<file path="config.mk">
export PLATFORM = sky130hd
export DESIGN_NAME = sd_card_init_sequencer
export DESIGN_NICKNAME = d
export VERILOG_FILES = /design/src/design/sdci_pkg.sv /design/src/design/sdci_step.sv /design/src/design/sdci_result_fifo.sv /design/src/design/sd_card_init_sequencer.sv
export SDC_FILE = /design/constraint.sdc
export NUM_CORES = 1
export LEC_CHECK = 0
export BUFFER_PORTS_ARGS = -buffer_cell sky130_fd_sc_hd__buf_4
export CAP_MARGIN = 20
export CORE_ASPECT_RATIO = 1.75
export CORE_UTILIZATION = 25
export CTS_CLUSTER_DIAMETER = 60
export DETAILED_ROUTE_END_ITERATION = 16
export GPL_TIMING_DRIVEN = 0
export PLACE_DENSITY_LB_ADDON = 0.3
export RECOVER_POWER = 50
export SYNTH_ARGS = -nofsm -noshare
export SYNTH_HDL_FRONTEND = slang
export SYNTH_SLANG_ARGS = --single-unit
</file>
<file path="constraint.sdc">
create_clock -name i_clk -period 5.6 [get_ports i_clk]
set_input_delay 0.28 -clock i_clk [delete_from_list [all_inputs] [get_ports i_clk]]
set_output_delay 0.28 -clock i_clk [all_outputs]
set_load 0.02 [all_outputs]
</file>
<file path="src/design/sdci_pkg.sv">
// Shared types and constants for the SD card initialisation sequencer.
// No dependencies; imported by every module of the block.
package sdci_pkg;

    // Data block length expected after each CMD6, query and switch alike
    localparam logic [9:0] BLOCK_WORDS = 10'd128;

    // Result queue depth, in results
    localparam int FIFO_DEPTH = 4;
    localparam int FIFO_AW    = $clog2(FIFO_DEPTH);
    localparam int FIFO_CW    = $clog2(FIFO_DEPTH + 1);

    // Register indexes on the configuration port
    localparam logic [1:0] CFG_WIDE_BUS  = 2'd0;
    localparam logic [1:0] CFG_INIT_DIV  = 2'd1;
    localparam logic [1:0] CFG_RUN_DIV   = 2'd2;
    localparam logic [1:0] CFG_PU_TRIES  = 2'd3;

    // Reset values of the configuration registers
    localparam logic [15:0] INIT_DIV_RST = 16'd199;
    localparam logic [15:0] RUN_DIV_RST  = 16'd1;
    localparam logic [7:0]  PU_TRIES_RST = 8'd20;

    // Event kinds
    localparam logic [1:0] KIND_START = 2'd0;
    localparam logic [1:0] KIND_RESP  = 2'd1;
    localparam logic [1:0] KIND_BLOCK = 2'd2;

    // Command arguments
    localparam logic [31:0] ARG_CMD8     = 32'h0000_01AA;
    localparam logic [31:0] ARG_ACMD41   = 32'h50FF_8000;
    localparam logic [31:0] ARG_CMD16    = 32'h0000_0200;
    localparam logic [31:0] ARG_Q6       = 32'h00FF_0001;
    localparam logic [31:0] ARG_S6       = 32'h80FF_0001;
    localparam logic [31:0] ARG_BUS_WIDE = 32'h0000_0002;
    localparam logic [3:0]  STATE_TRAN   = 4'd4;

    // Command numbers
    localparam logic [5:0] CMD_GO_IDLE  = 6'd0;
    localparam logic [5:0] CMD_IF_COND  = 6'd8;
    localparam logic [5:0] CMD_APP      = 6'd55;
    localparam logic [5:0] CMD_OP_COND  = 6'd41;
    localparam logic [5:0] CMD_ALL_CID  = 6'd2;
    localparam logic [5:0] CMD_REL_ADDR = 6'd3;
    localparam logic [5:0] CMD_SELECT   = 6'd7;
    localparam logic [5:0] CMD_BLOCKLEN = 6'd16;
    localparam logic [5:0] CMD_SWITCH   = 6'd6;

    // Sequence phase
    typedef enum logic [3:0] {
        PH_IDLE  = 4'd0,
        PH_CMD8  = 4'd1,
        PH_C55   = 4'd2,
        PH_A41   = 4'd3,
        PH_CMD2  = 4'd4,
        PH_CMD3  = 4'd5,
        PH_CMD7  = 4'd6,
        PH_CMD16 = 4'd7,
        PH_B55   = 4'd8,
        PH_A6    = 4'd9,
        PH_Q6    = 4'd10,
        PH_QDATA = 4'd11,
        PH_S6    = 4'd12,
        PH_SDATA = 4'd13
    } t_phase;

    // Completion status
    typedef enum logic [3:0] {
        ST_OK       = 4'd0,
        ST_CMD8     = 4'd1,
        ST_ACMD41   = 4'd2,
        ST_POWERUP  = 4'd3,
        ST_CMD2     = 4'd4,
        ST_CMD3     = 4'd5,
        ST_CMD7     = 4'd6,
        ST_CMD16    = 4'd7,
        ST_NOT_TRAN = 4'd8,
        ST_ACMD6    = 4'd9,
        ST_CMD6     = 4'd10
    } t_status;

    // One result
    typedef struct packed {
        logic        cmd_valid;
        logic [5:0]  cmd_index;
        logic [31:0] cmd_argument;
        logic        divider_write;
        logic [15:0] divider_value;
        logic        done_res;
        logic [3:0]  status;
        logic        ver2_card;
        logic        high_capacity;
        logic [15:0] card_address;
        logic        last;
    } t_result;

    // Card state carried between events
    typedef struct packed {
        t_phase      phase;
        logic [7:0]  try_count;
        logic [15:0] rca;
        logic        sd2;
        logic        capacity;
    } t_card_state;

    // Results of one event, pushed into the queue together
    typedef struct packed {
        logic [1:0] count;
        t_result    res0;
        t_result    res1;
    } t_push;

    // Build a command result; flags are filled in later
    function automatic t_result f_issue(logic [5:0] idx, logic [31:0] arg);
        t_result r;
        r              = '0;
        r.cmd_valid    = 1'b1;
        r.cmd_index    = idx;
        r.cmd_argument = arg;
        r.last         = 1'b1;
        return r;
    endfunction

    // Build a completion result; the run divider loads only on success
    function automatic t_result f_finish(t_status st, logic [15:0] run_div);
        t_result r;
        r               = '0;
        r.done_res      = 1'b1;
        r.status        = st;
        r.divider_write = (st == ST_OK);
        r.divider_value = (st == ST_OK) ? run_div : 16'd0;
        r.last          = 1'b1;
        return r;
    endfunction

endpackage

</file>
<file path="src/design/sdci_step.sv">
// Next-state and result logic for one event of the initialisation sequence.
// Depends on sdci_pkg.
module sdci_step import sdci_pkg::*; (
    input  t_card_state i_state,
    input  logic        i_wide_bus,
    input  logic [15:0] i_init_div,
    input  logic [15:0] i_run_div,
    input  logic [7:0]  i_pu_tries,
    input  logic [1:0]  i_kind,
    input  logic        i_resp_timeout,
    input  logic        i_resp_crc_error,
    input  logic [31:0] i_resp_word_low,
    input  logic [31:0] i_resp_word_high,
    input  logic [9:0]  i_block_word_count,
    output t_card_state o_state,
    output t_push       o_push
);

    logic        err;
    logic [7:0]  try_inc;
    logic [7:0]  try_lim;
    logic [15:0] rca_cap;
    t_card_state ns;
    t_push       p;

    assign err     = i_resp_timeout | i_resp_crc_error;
    assign try_inc = i_state.try_count + 8'd1;
    assign try_lim = (i_pu_tries == 8'd0) ? 8'd1 : i_pu_tries;
    assign rca_cap = i_resp_word_low[31:16] | {i_resp_word_high[7:0], 8'h00};

    // Pick the next command or completion for this event
    always_comb begin
        ns = i_state;
        p  = '0;
        case (i_kind)
            KIND_START: begin
                if (i_state.phase == PH_IDLE) begin
                    ns                     = '0;
                    ns.phase               = PH_CMD8;
                    p.count                = 2'd2;
                    p.res0                 = f_issue(CMD_GO_IDLE, 32'd0);
                    p.res0.divider_write   = 1'b1;
                    p.res0.divider_value   = i_init_div;
                    p.res0.last            = 1'b0;
                    p.res1                 = f_issue(CMD_IF_COND, ARG_CMD8);
                end
            end
            KIND_BLOCK: begin
                if (i_state.phase == PH_QDATA) begin
                    p.count = 2'd1;
                    if (i_block_word_count != BLOCK_WORDS) begin
                        ns.phase = PH_IDLE;
                        p.res0   = f_finish(ST_CMD6, i_run_div);
                    end else begin
                        ns.phase = PH_S6;
                        p.res0   = f_issue(CMD_SWITCH, ARG_S6);
                    end
                end else if (i_state.phase == PH_SDATA) begin
                    p.count  = 2'd1;
                    ns.phase = PH_IDLE;
                    p.res0   = f_finish((i_block_word_count != BLOCK_WORDS) ? ST_CMD6 : ST_OK,
                                        i_run_div);
                end
            end
            KIND_RESP: begin
                p.count = 2'd1;
                case (i_state.phase)
                    PH_CMD8: begin
                        if (i_resp_crc_error) begin
                            ns.phase = PH_IDLE;
                            p.res0   = f_finish(ST_CMD8, i_run_div);
                        end else begin
                            ns.sd2       = ~i_resp_timeout;
                            ns.try_count = 8'd0;
                            ns.phase     = PH_C55;
                            p.res0       = f_issue(CMD_APP, 32'd0);
                        end
                    end
                    PH_C55: begin
                        if (err) begin
                            ns.phase = PH_IDLE;
                            p.res0   = f_finish(ST_ACMD41, i_run_div);
                        end else begin
                            ns.phase = PH_A41;
                            p.res0   = f_issue(CMD_OP_COND, ARG_ACMD41);
                        end
                    end
                    PH_A41: begin
                        if (err) begin
                            ns.phase = PH_IDLE;
                            p.res0   = f_finish(ST_ACMD41, i_run_div);
                        end else if (i_resp_word_high[7]) begin
                            ns.capacity = i_resp_word_high[6];
                            ns.phase    = PH_CMD2;
                            p.res0      = f_issue(CMD_ALL_CID, 32'd0);
                        end else begin
                            ns.try_count = try_inc;
                            if (try_inc >= try_lim) begin
                                ns.phase = PH_IDLE;
                                p.res0   = f_finish(ST_POWERUP, i_run_div);
                            end else begin
                                ns.phase = PH_C55;
                                p.res0   = f_issue(CMD_APP, 32'd0);
                            end
                        end
                    end
                    PH_CMD2: begin
                        if (err) begin
                            ns.phase = PH_IDLE;
                            p.res0   = f_finish(ST_CMD2, i_run_div);
                        end else begin
                            ns.phase = PH_CMD3;
                            p.res0   = f_issue(CMD_REL_ADDR, 32'd0);
                        end
                    end
                    PH_CMD3: begin
                        if (err) begin
                            ns.phase = PH_IDLE;
                            p.res0   = f_finish(ST_CMD3, i_run_div);
                        end else begin
                            ns.rca   = rca_cap;
                            ns.phase = PH_CMD7;
                            p.res0   = f_issue(CMD_SELECT, {rca_cap, 16'd0});
                        end
                    end
                    PH_CMD7: begin
                        if (err) begin
                            ns.phase = PH_IDLE;
                            p.res0   = f_finish(ST_CMD7, i_run_div);
                        end else begin
                            ns.phase = PH_CMD16;
                            p.res0   = f_issue(CMD_BLOCKLEN, ARG_CMD16);
                        end
                    end
                    PH_CMD16: begin
                        if (err) begin
                            ns.phase = PH_IDLE;
                            p.res0   = f_finish(ST_CMD16, i_run_div);
                        end else if (i_resp_word_low[12:9] != STATE_TRAN) begin
                            ns.phase = PH_IDLE;
                            p.res0   = f_finish(ST_NOT_TRAN, i_run_div);
                        end else begin
                            ns.phase = PH_B55;
                            p.res0   = f_issue(CMD_APP, {i_state.rca, 16'd0});
                        end
                    end
                    PH_B55: begin
                        if (err) begin
                            ns.phase = PH_IDLE;
                            p.res0   = f_finish(ST_ACMD6, i_run_div);
                        end else begin
                            ns.phase = PH_A6;
                            p.res0   = f_issue(CMD_SWITCH, i_wide_bus ? ARG_BUS_WIDE : 32'd0);
                        end
                    end
                    PH_A6: begin
                        if (err) begin
                            ns.phase = PH_IDLE;
                            p.res0   = f_finish(ST_ACMD6, i_run_div);
                        end else begin
                            ns.phase = PH_Q6;
                            p.res0   = f_issue(CMD_SWITCH, ARG_Q6);
                        end
                    end
                    PH_Q6, PH_S6: begin
                        if (err) begin
                            ns.phase = PH_IDLE;
                            p.res0   = f_finish(ST_CMD6, i_run_div);
                        end else begin
                            // wait for the data block, no result
                            ns.phase = (i_state.phase == PH_Q6) ? PH_QDATA : PH_SDATA;
                            p.count  = 2'd0;
                        end
                    end
                    default: begin
                        p.count = 2'd0;
                    end
                endcase
            end
            default: begin
                p.count = 2'd0;
            end
        endcase

        // Every result carries the card flags as left by this event
        p.res0.ver2_card     = ns.sd2;
        p.res0.high_capacity = ns.capacity;
        p.res0.card_address  = ns.rca;
        p.res1.ver2_card     = ns.sd2;
        p.res1.high_capacity = ns.capacity;
        p.res1.card_address  = ns.rca;
    end

    assign o_state = ns;
    assign o_push  = p;

endmodule

</file>
<file path="src/design/sdci_result_fifo.sv">
// Result queue: takes up to two results per cycle, hands out one per transaction.
// Depends on sdci_pkg.
module sdci_result_fifo import sdci_pkg::*; (
    input  logic    i_clk,
    input  logic    i_rst_n,
    input  t_push   i_push,
    input  logic    i_pop,
    output logic    o_space,
    output logic    o_valid,
    output t_result o_head
);

    t_result              r_mem [FIFO_DEPTH];
    logic [FIFO_AW-1:0]   r_wr;
    logic [FIFO_AW-1:0]   r_rd;
    logic [FIFO_CW-1:0]   r_count;
    logic [FIFO_AW-1:0]   wr_next;
    logic                 pop_ok;

    assign wr_next = r_wr + FIFO_AW'(1);
    assign pop_ok  = i_pop && (r_count != '0);

    // Room for a full two-result run
    assign o_space = (r_count <= FIFO_CW'(FIFO_DEPTH - 2));
    assign o_valid = (r_count != '0);
    assign o_head  = r_mem[r_rd];

    // Hold pointers and occupancy
    always_ff @(posedge i_clk) begin
        if (!i_rst_n) begin
            r_wr    <= '0;
            r_rd    <= '0;
            r_count <= '0;
        end else begin
            r_wr    <= r_wr + FIFO_AW'(i_push.count);
            r_rd    <= r_rd + FIFO_AW'(pop_ok);
            r_count <= r_count + FIFO_CW'(i_push.count) - FIFO_CW'(pop_ok);
        end
    end

    // Store the pushed results
    always_ff @(posedge i_clk) begin
        if (i_push.count != 2'd0) begin
            r_mem[r_wr] <= i_push.res0;
        end
        if (i_push.count == 2'd2) begin
            r_mem[wr_next] <= i_push.res1;
        end
    end

endmodule

</file>
<file path="src/design/sd_card_init_sequencer.sv">
// SD card initialisation sequencer, top level.
// An event's first result is offered once the event has passed the input register and been
// written into the result queue. Throughput: one event per cycle while the queue has room for
// two more results; otherwise o_in_stall holds the events. A start event yields two results.
// Reset (synchronous, active low): phase idle, card state cleared, queue empty,
// configuration registers back to their defaults.
module sd_card_init_sequencer import sdci_pkg::*; (
    input  logic        i_clk,
    input  logic        i_rst_n,
    // configuration
    input  logic        i_cfg_we,
    input  logic [1:0]  i_cfg_index,
    input  logic [15:0] i_cfg_data,
    // events
    input  logic        i_in_valid,
    output logic        o_in_stall,
    input  logic [1:0]  i_kind,
    input  logic        i_resp_timeout,
    input  logic        i_resp_crc_error,
    input  logic [31:0] i_resp_word_low,
    input  logic [31:0] i_resp_word_high,
    input  logic [9:0]  i_block_word_count,
    // results
    output logic        o_out_valid,
    input  logic        i_out_stall,
    output logic        o_cmd_valid,
    output logic [5:0]  o_cmd_index,
    output logic [31:0] o_cmd_argument,
    output logic        o_divider_write,
    output logic [15:0] o_divider_value,
    output logic        o_done_res,
    output logic [3:0]  o_status,
    output logic        o_ver2_card,
    output logic        o_high_capacity,
    output logic [15:0] o_card_address,
    output logic        o_last
);

    logic        r_wide_bus;
    logic [15:0] r_init_div;
    logic [15:0] r_run_div;
    logic [7:0]  r_pu_tries;

    logic        r_in_valid;
    logic [1:0]  r_kind;
    logic        r_timeout;
    logic        r_crc_error;
    logic [31:0] r_word_low;
    logic [31:0] r_word_high;
    logic [9:0]  r_block_count;

    t_card_state r_state;
    t_card_state n_state;
    t_push       step_push;
    t_push       push;
    logic        space;
    logic        in_take;
    t_result     head;

    assign in_take    = r_in_valid && space;
    assign o_in_stall = r_in_valid && !space;

    // Configuration registers
    always_ff @(posedge i_clk) begin
        if (!i_rst_n) begin
            r_wide_bus <= 1'b0;
            r_init_div <= INIT_DIV_RST;
            r_run_div  <= RUN_DIV_RST;
            r_pu_tries <= PU_TRIES_RST;
        end else if (i_cfg_we) begin
            case (i_cfg_index)
                CFG_WIDE_BUS: r_wide_bus <= i_cfg_data[0];
                CFG_INIT_DIV: r_init_div <= i_cfg_data;
                CFG_RUN_DIV:  r_run_div  <= i_cfg_data;
                CFG_PU_TRIES: r_pu_tries <= i_cfg_data[7:0];
                default:      r_wide_bus <= r_wide_bus;
            endcase
        end
    end

    // Input register: advance when empty or being processed
    always_ff @(posedge i_clk) begin
        if (!i_rst_n) begin
            r_in_valid <= 1'b0;
        end else if (!o_in_stall) begin
            r_in_valid <= i_in_valid;
        end
    end

    always_ff @(posedge i_clk) begin
        if (i_in_valid && !o_in_stall) begin
            r_kind        <= i_kind;
            r_timeout     <= i_resp_timeout;
            r_crc_error   <= i_resp_crc_error;
            r_word_low    <= i_resp_word_low;
            r_word_high   <= i_resp_word_high;
            r_block_count <= i_block_word_count;
        end
    end

    sdci_step u_step (
        .i_state            (r_state),
        .i_wide_bus         (r_wide_bus),
        .i_init_div         (r_init_div),
        .i_run_div          (r_run_div),
        .i_pu_tries         (r_pu_tries),
        .i_kind             (r_kind),
        .i_resp_timeout     (r_timeout),
        .i_resp_crc_error   (r_crc_error),
        .i_resp_word_low    (r_word_low),
        .i_resp_word_high   (r_word_high),
        .i_block_word_count (r_block_count),
        .o_state            (n_state),
        .o_push             (step_push)
    );

    // Drop the step's results unless the event is processed this cycle
    always_comb begin
        push = step_push;
        if (!in_take) begin
            push.count = 2'd0;
        end
    end

    // Card state; all-zero is the idle phase with flags cleared
    always_ff @(posedge i_clk) begin
        if (!i_rst_n) begin
            r_state <= '0;
        end else if (in_take) begin
            r_state <= n_state;
        end
    end

    sdci_result_fifo u_fifo (
        .i_clk   (i_clk),
        .i_rst_n (i_rst_n),
        .i_push  (push),
        .i_pop   (!i_out_stall),
        .o_space (space),
        .o_valid (o_out_valid),
        .o_head  (head)
    );

    assign o_cmd_valid     = head.cmd_valid;
    assign o_cmd_index     = head.cmd_index;
    assign o_cmd_argument  = head.cmd_argument;
    assign o_divider_write = head.divider_write;
    assign o_divider_value = head.divider_value;
    assign o_done_res      = head.done_res;
    assign o_status        = head.status;
    assign o_ver2_card     = head.ver2_card;
    assign o_high_capacity = head.high_capacity;
    assign o_card_address  = head.card_address;
    assign o_last          = head.last;

endmodule

</file>
==> results.md <==
* Placed Instances at 2,505
* Seq pwr share at 0.424
* Drt wl/cell at 21.8 um
* Layout cell share with drive strength beyond 1 at 0.165
* Post-synth top cells: 263 x dfxtp_1, 153 x nand2_1, 135 x nor2_1, 134 x edfxtp_1, 93 x a21oi_1
* Number of global-route vias before repair at 13,200
* FP Rows at 125
* GRT Overall Usage at 0.170
* Number of synthesized flops with an enable pin at 134
* Total CTS buffers at 41
* Maximum net fanout on the critical path at 10
* Internal power at 5.37 mW
* Synth Area per Inst at 11.4 um^2
* Hold depth at 4
* TritonCTS clock tree: done
* Seq/Total Area, Yosys at 0.556
* Final Power at 7.43 mW
* Hold_buf cts at 59
* Place WS at 1.57 ns
* Final Skew at 0.0134 ns
* CP Capture Type: flip-flop
* Placed cell area at 19,100 um^2
* Top-area cell type share of the netlist area at 0.315
* Vias per Instance at 4.93
* Port bufs at 138
* # H-tree levels at 2
* Met2 GRT Util at 0.316
* Max_cap viols at 5
* Mapped Cells at 1,461
* CTS root buf: clkbuf_16
* Initial Util at 0.252
* R2R Path End: u_fifo.r_mem[1][66]
* Failing checks: capacitance limit, slew limit
* CP Launch Type: flip-flop
* Outcome: finished with violations
* WL final at 57,600 um
* Number of diodes at 0
* Die width at 197 um
* Clock power share at 0.404
* DRT antenna net count at 0
* Critical path data arrival time at 4.97 ns
* Hold WS at 0.126 ns
* Ys flop type: dfxtp_1
* Synth top area cells: dfxtp_1 32%, edfxtp_1 24%, mux4_2 9.3%
* Slew headroom at -0.245
* Asr flop ratio synth at 0
* Post-Layout Cell Count at 2,641
* DR vias at 13,000
* Final HPWL DP at 42,700 um
* Reg2reg path depth at 7
* Number of hold violations in the final report at 0
* Core area at 66,200 um^2
* Synthesis-to-finish area growth at 25.1%
* Post-Synthesis Cell Area at 16,700 um^2
* Net Sw Frac at 0.277
* Post-layout min period at 4.47 ns
* Setup TNS Final at 0 ns
* DRC viols at 0
* PwrDens at 356 nW/um^2
* Initial DRC Count at 1,048
* # setup viols final at 0
* Clock latency on the worst-skew pair at 0.57 ns
* Unrepaired setup endpoints after global routing: no
* Register bit total from synthesis at 397
* Leakage dissipation at 7.10 nW
* Post-CTS Setup Bufs at 0
* Total congestion overflow at 0
* Die area at 67,900 um^2
* Post-synthesis cell type count at 74
* P_sw at 2.06 mW
* Hold_sp: i_cfg_index[0]
* Achievable Freq at 0.224 GHz
* M1 GR Usage at 0.184
* M3 GR Usage at 0.0197
* Clock sinks at 397
* Period utilisation layout at 0.799
* Reg2Reg Setup Slack at 1.13 ns
* GP Congestion at 0.894
* Largest net degree at the start of global routing at 26
* Worst hold endpoint: r_wide_bus
* Worst EP required at 6.10 ns
* Slew Limit Fails at 61
* Crit path kind: reg -> reg
* Worst hold path class: in -> reg
* Combinational power share at 0.172
* Leading area contributor after synthesis: dfxtp_1
* Most Used Layer, Global Route: met2
* Initial DRT Pass Iterations at 5
* Critical path, cell by cell: clkbuf_1 -> nand2_1 -> nor4_1 -> clkbuf_1 -> nand2_1 -> a21oi_1 -> a22o_1
* Most numerous cell in the Yosys netlist: dfxtp_1
* Final core utilization at 0.316
* Slowest CP cell: nor4_1
* Reg-to-reg startpoint: r_state[26]
* Post-CTS sizing at 0
* Initial antenna violation count at 1
* Maximum vdd ir drop at 0.000205 V
* Die height at 344 um
* Reg clk slew, reported paths at 0.06 ns
* Worst setup margin at 1.13 ns
* Boundary Pins at 183
* Yosys warns at 0
* NumNets Final at 1,840
* Clock tree buffer depth at 3
* Largest stage delay on the critical path at 1.56 ns
* First-pass GRT wire length at 85,200 um
* Post-Layout Inst Area at 20,900 um^2
* Slew @ Worst Pin at 1.85 ns
-- cell type report --
type,count,area (um^2)
multi-input cells,920,6690
well taps,889,1110
flip-flops and latches,397,9290
clock inverters,22,312
inverters,32,120
repair buffers,208,1690
clock buffers,54,1160
fillers,6725,45300
plain buffers,119,510
-- worst max path at each step --
stage                            from  slack, ns                  end
after floorplan             r_kind[1]       2.46   u_fifo.r_mem[1][0]
after global placement    r_crc_error       1.14  u_fifo.r_mem[0][76]
after detailed placement  r_crc_error       1.57  u_fifo.r_mem[2][76]
after CTS                 r_crc_error       1.55  u_fifo.r_mem[2][42]
after global routing      r_state[26]       0.91  u_fifo.r_mem[3][66]
final                     r_state[26]       1.13  u_fifo.r_mem[1][66]
-- metal layers --
layer / wire length, um / vias to the layer above
li1: - / 5960
met1: 21400 / 6493
met2: 30600 / 441
met3: 2440 / 121
met4: 3220 / 2
met5: 10 / -
-- critical path: cells and delay by family (launching register included) --
| kind | cells | cell delay (ns) |
|---|---|---|
| AOI/OAI and AO/OA | 2 | 1.09 |
| buffers and inverters | 2 | 0.90 |
| DFF | 1 | 0.39 |
| and+or+nand+nor | 3 | 2.01 |
-- flip-flops by register name, summed over array words and instances (netlist names) --
signal / flops
r_word_low: 20
r_wide_bus: 1
r_in_valid: 1
r_run_div: 16
r_init_div: 16
r_crc_error: 1
u_fifo.r_count: 3
u_fifo.r_mem: 276
u_fifo.r_wr: 2
r_timeout: 1
r_state: 30
r_word_high: 8
r_kind: 2
r_pu_tries: 8
r_block_count: 10
u_fifo.r_rd: 2
-- cells in the final DEF (no fill, tap or decap), types with 45 or more instances in the layout --
| cell type | count |
|---|---|
| dfxtp_1 | 263 |
| nand2_1 | 153 |
| o2bb2ai_1 | 90 |
| a21oi_1 | 93 |
| o21ai_0 | 57 |
| mux4_2 | 69 |
| clkbuf_1 | 128 |
| nor2_1 | 135 |
| dlygate4sd3_1 | 59 |
| buf_4 | 73 |
| clkbuf_4 | 45 |
| edfxtp_1 | 134 |
| a22o_1 | 86 |
-- kinds of logic (layout without fill, tap and decap cells) --
logic type,after synthesis,after routing,share of synthesized area
multiplexers,75,75,0.0968
AND/OR/NAND/NOR,412,412,0.113
buffers and inverters,151,435,0.0402
adder cells (fa/ha/maj),22,22,0.0166
other,1,8,0.000225
AO/OA/AOI/OAI,391,391,0.170
flip-flops,397,397,0.556
XOR/XNOR,12,12,0.00630
-- power by group through the flow --
stage / logic, mW / clock network [mW] / registers (mW)
after global placement: 1.26 / 0 / 3.21
after global routing: 1.37 / 3.15 / 3.16
after detailed placement: 1.32 / 0 / 3.21
after CTS: 1.36 / 3.06 / 3.14
after floorplan: 0.799 / 0 / 3.19
final: 1.28 / 3.00 / 3.15
(Power assumes the default switching activity.)
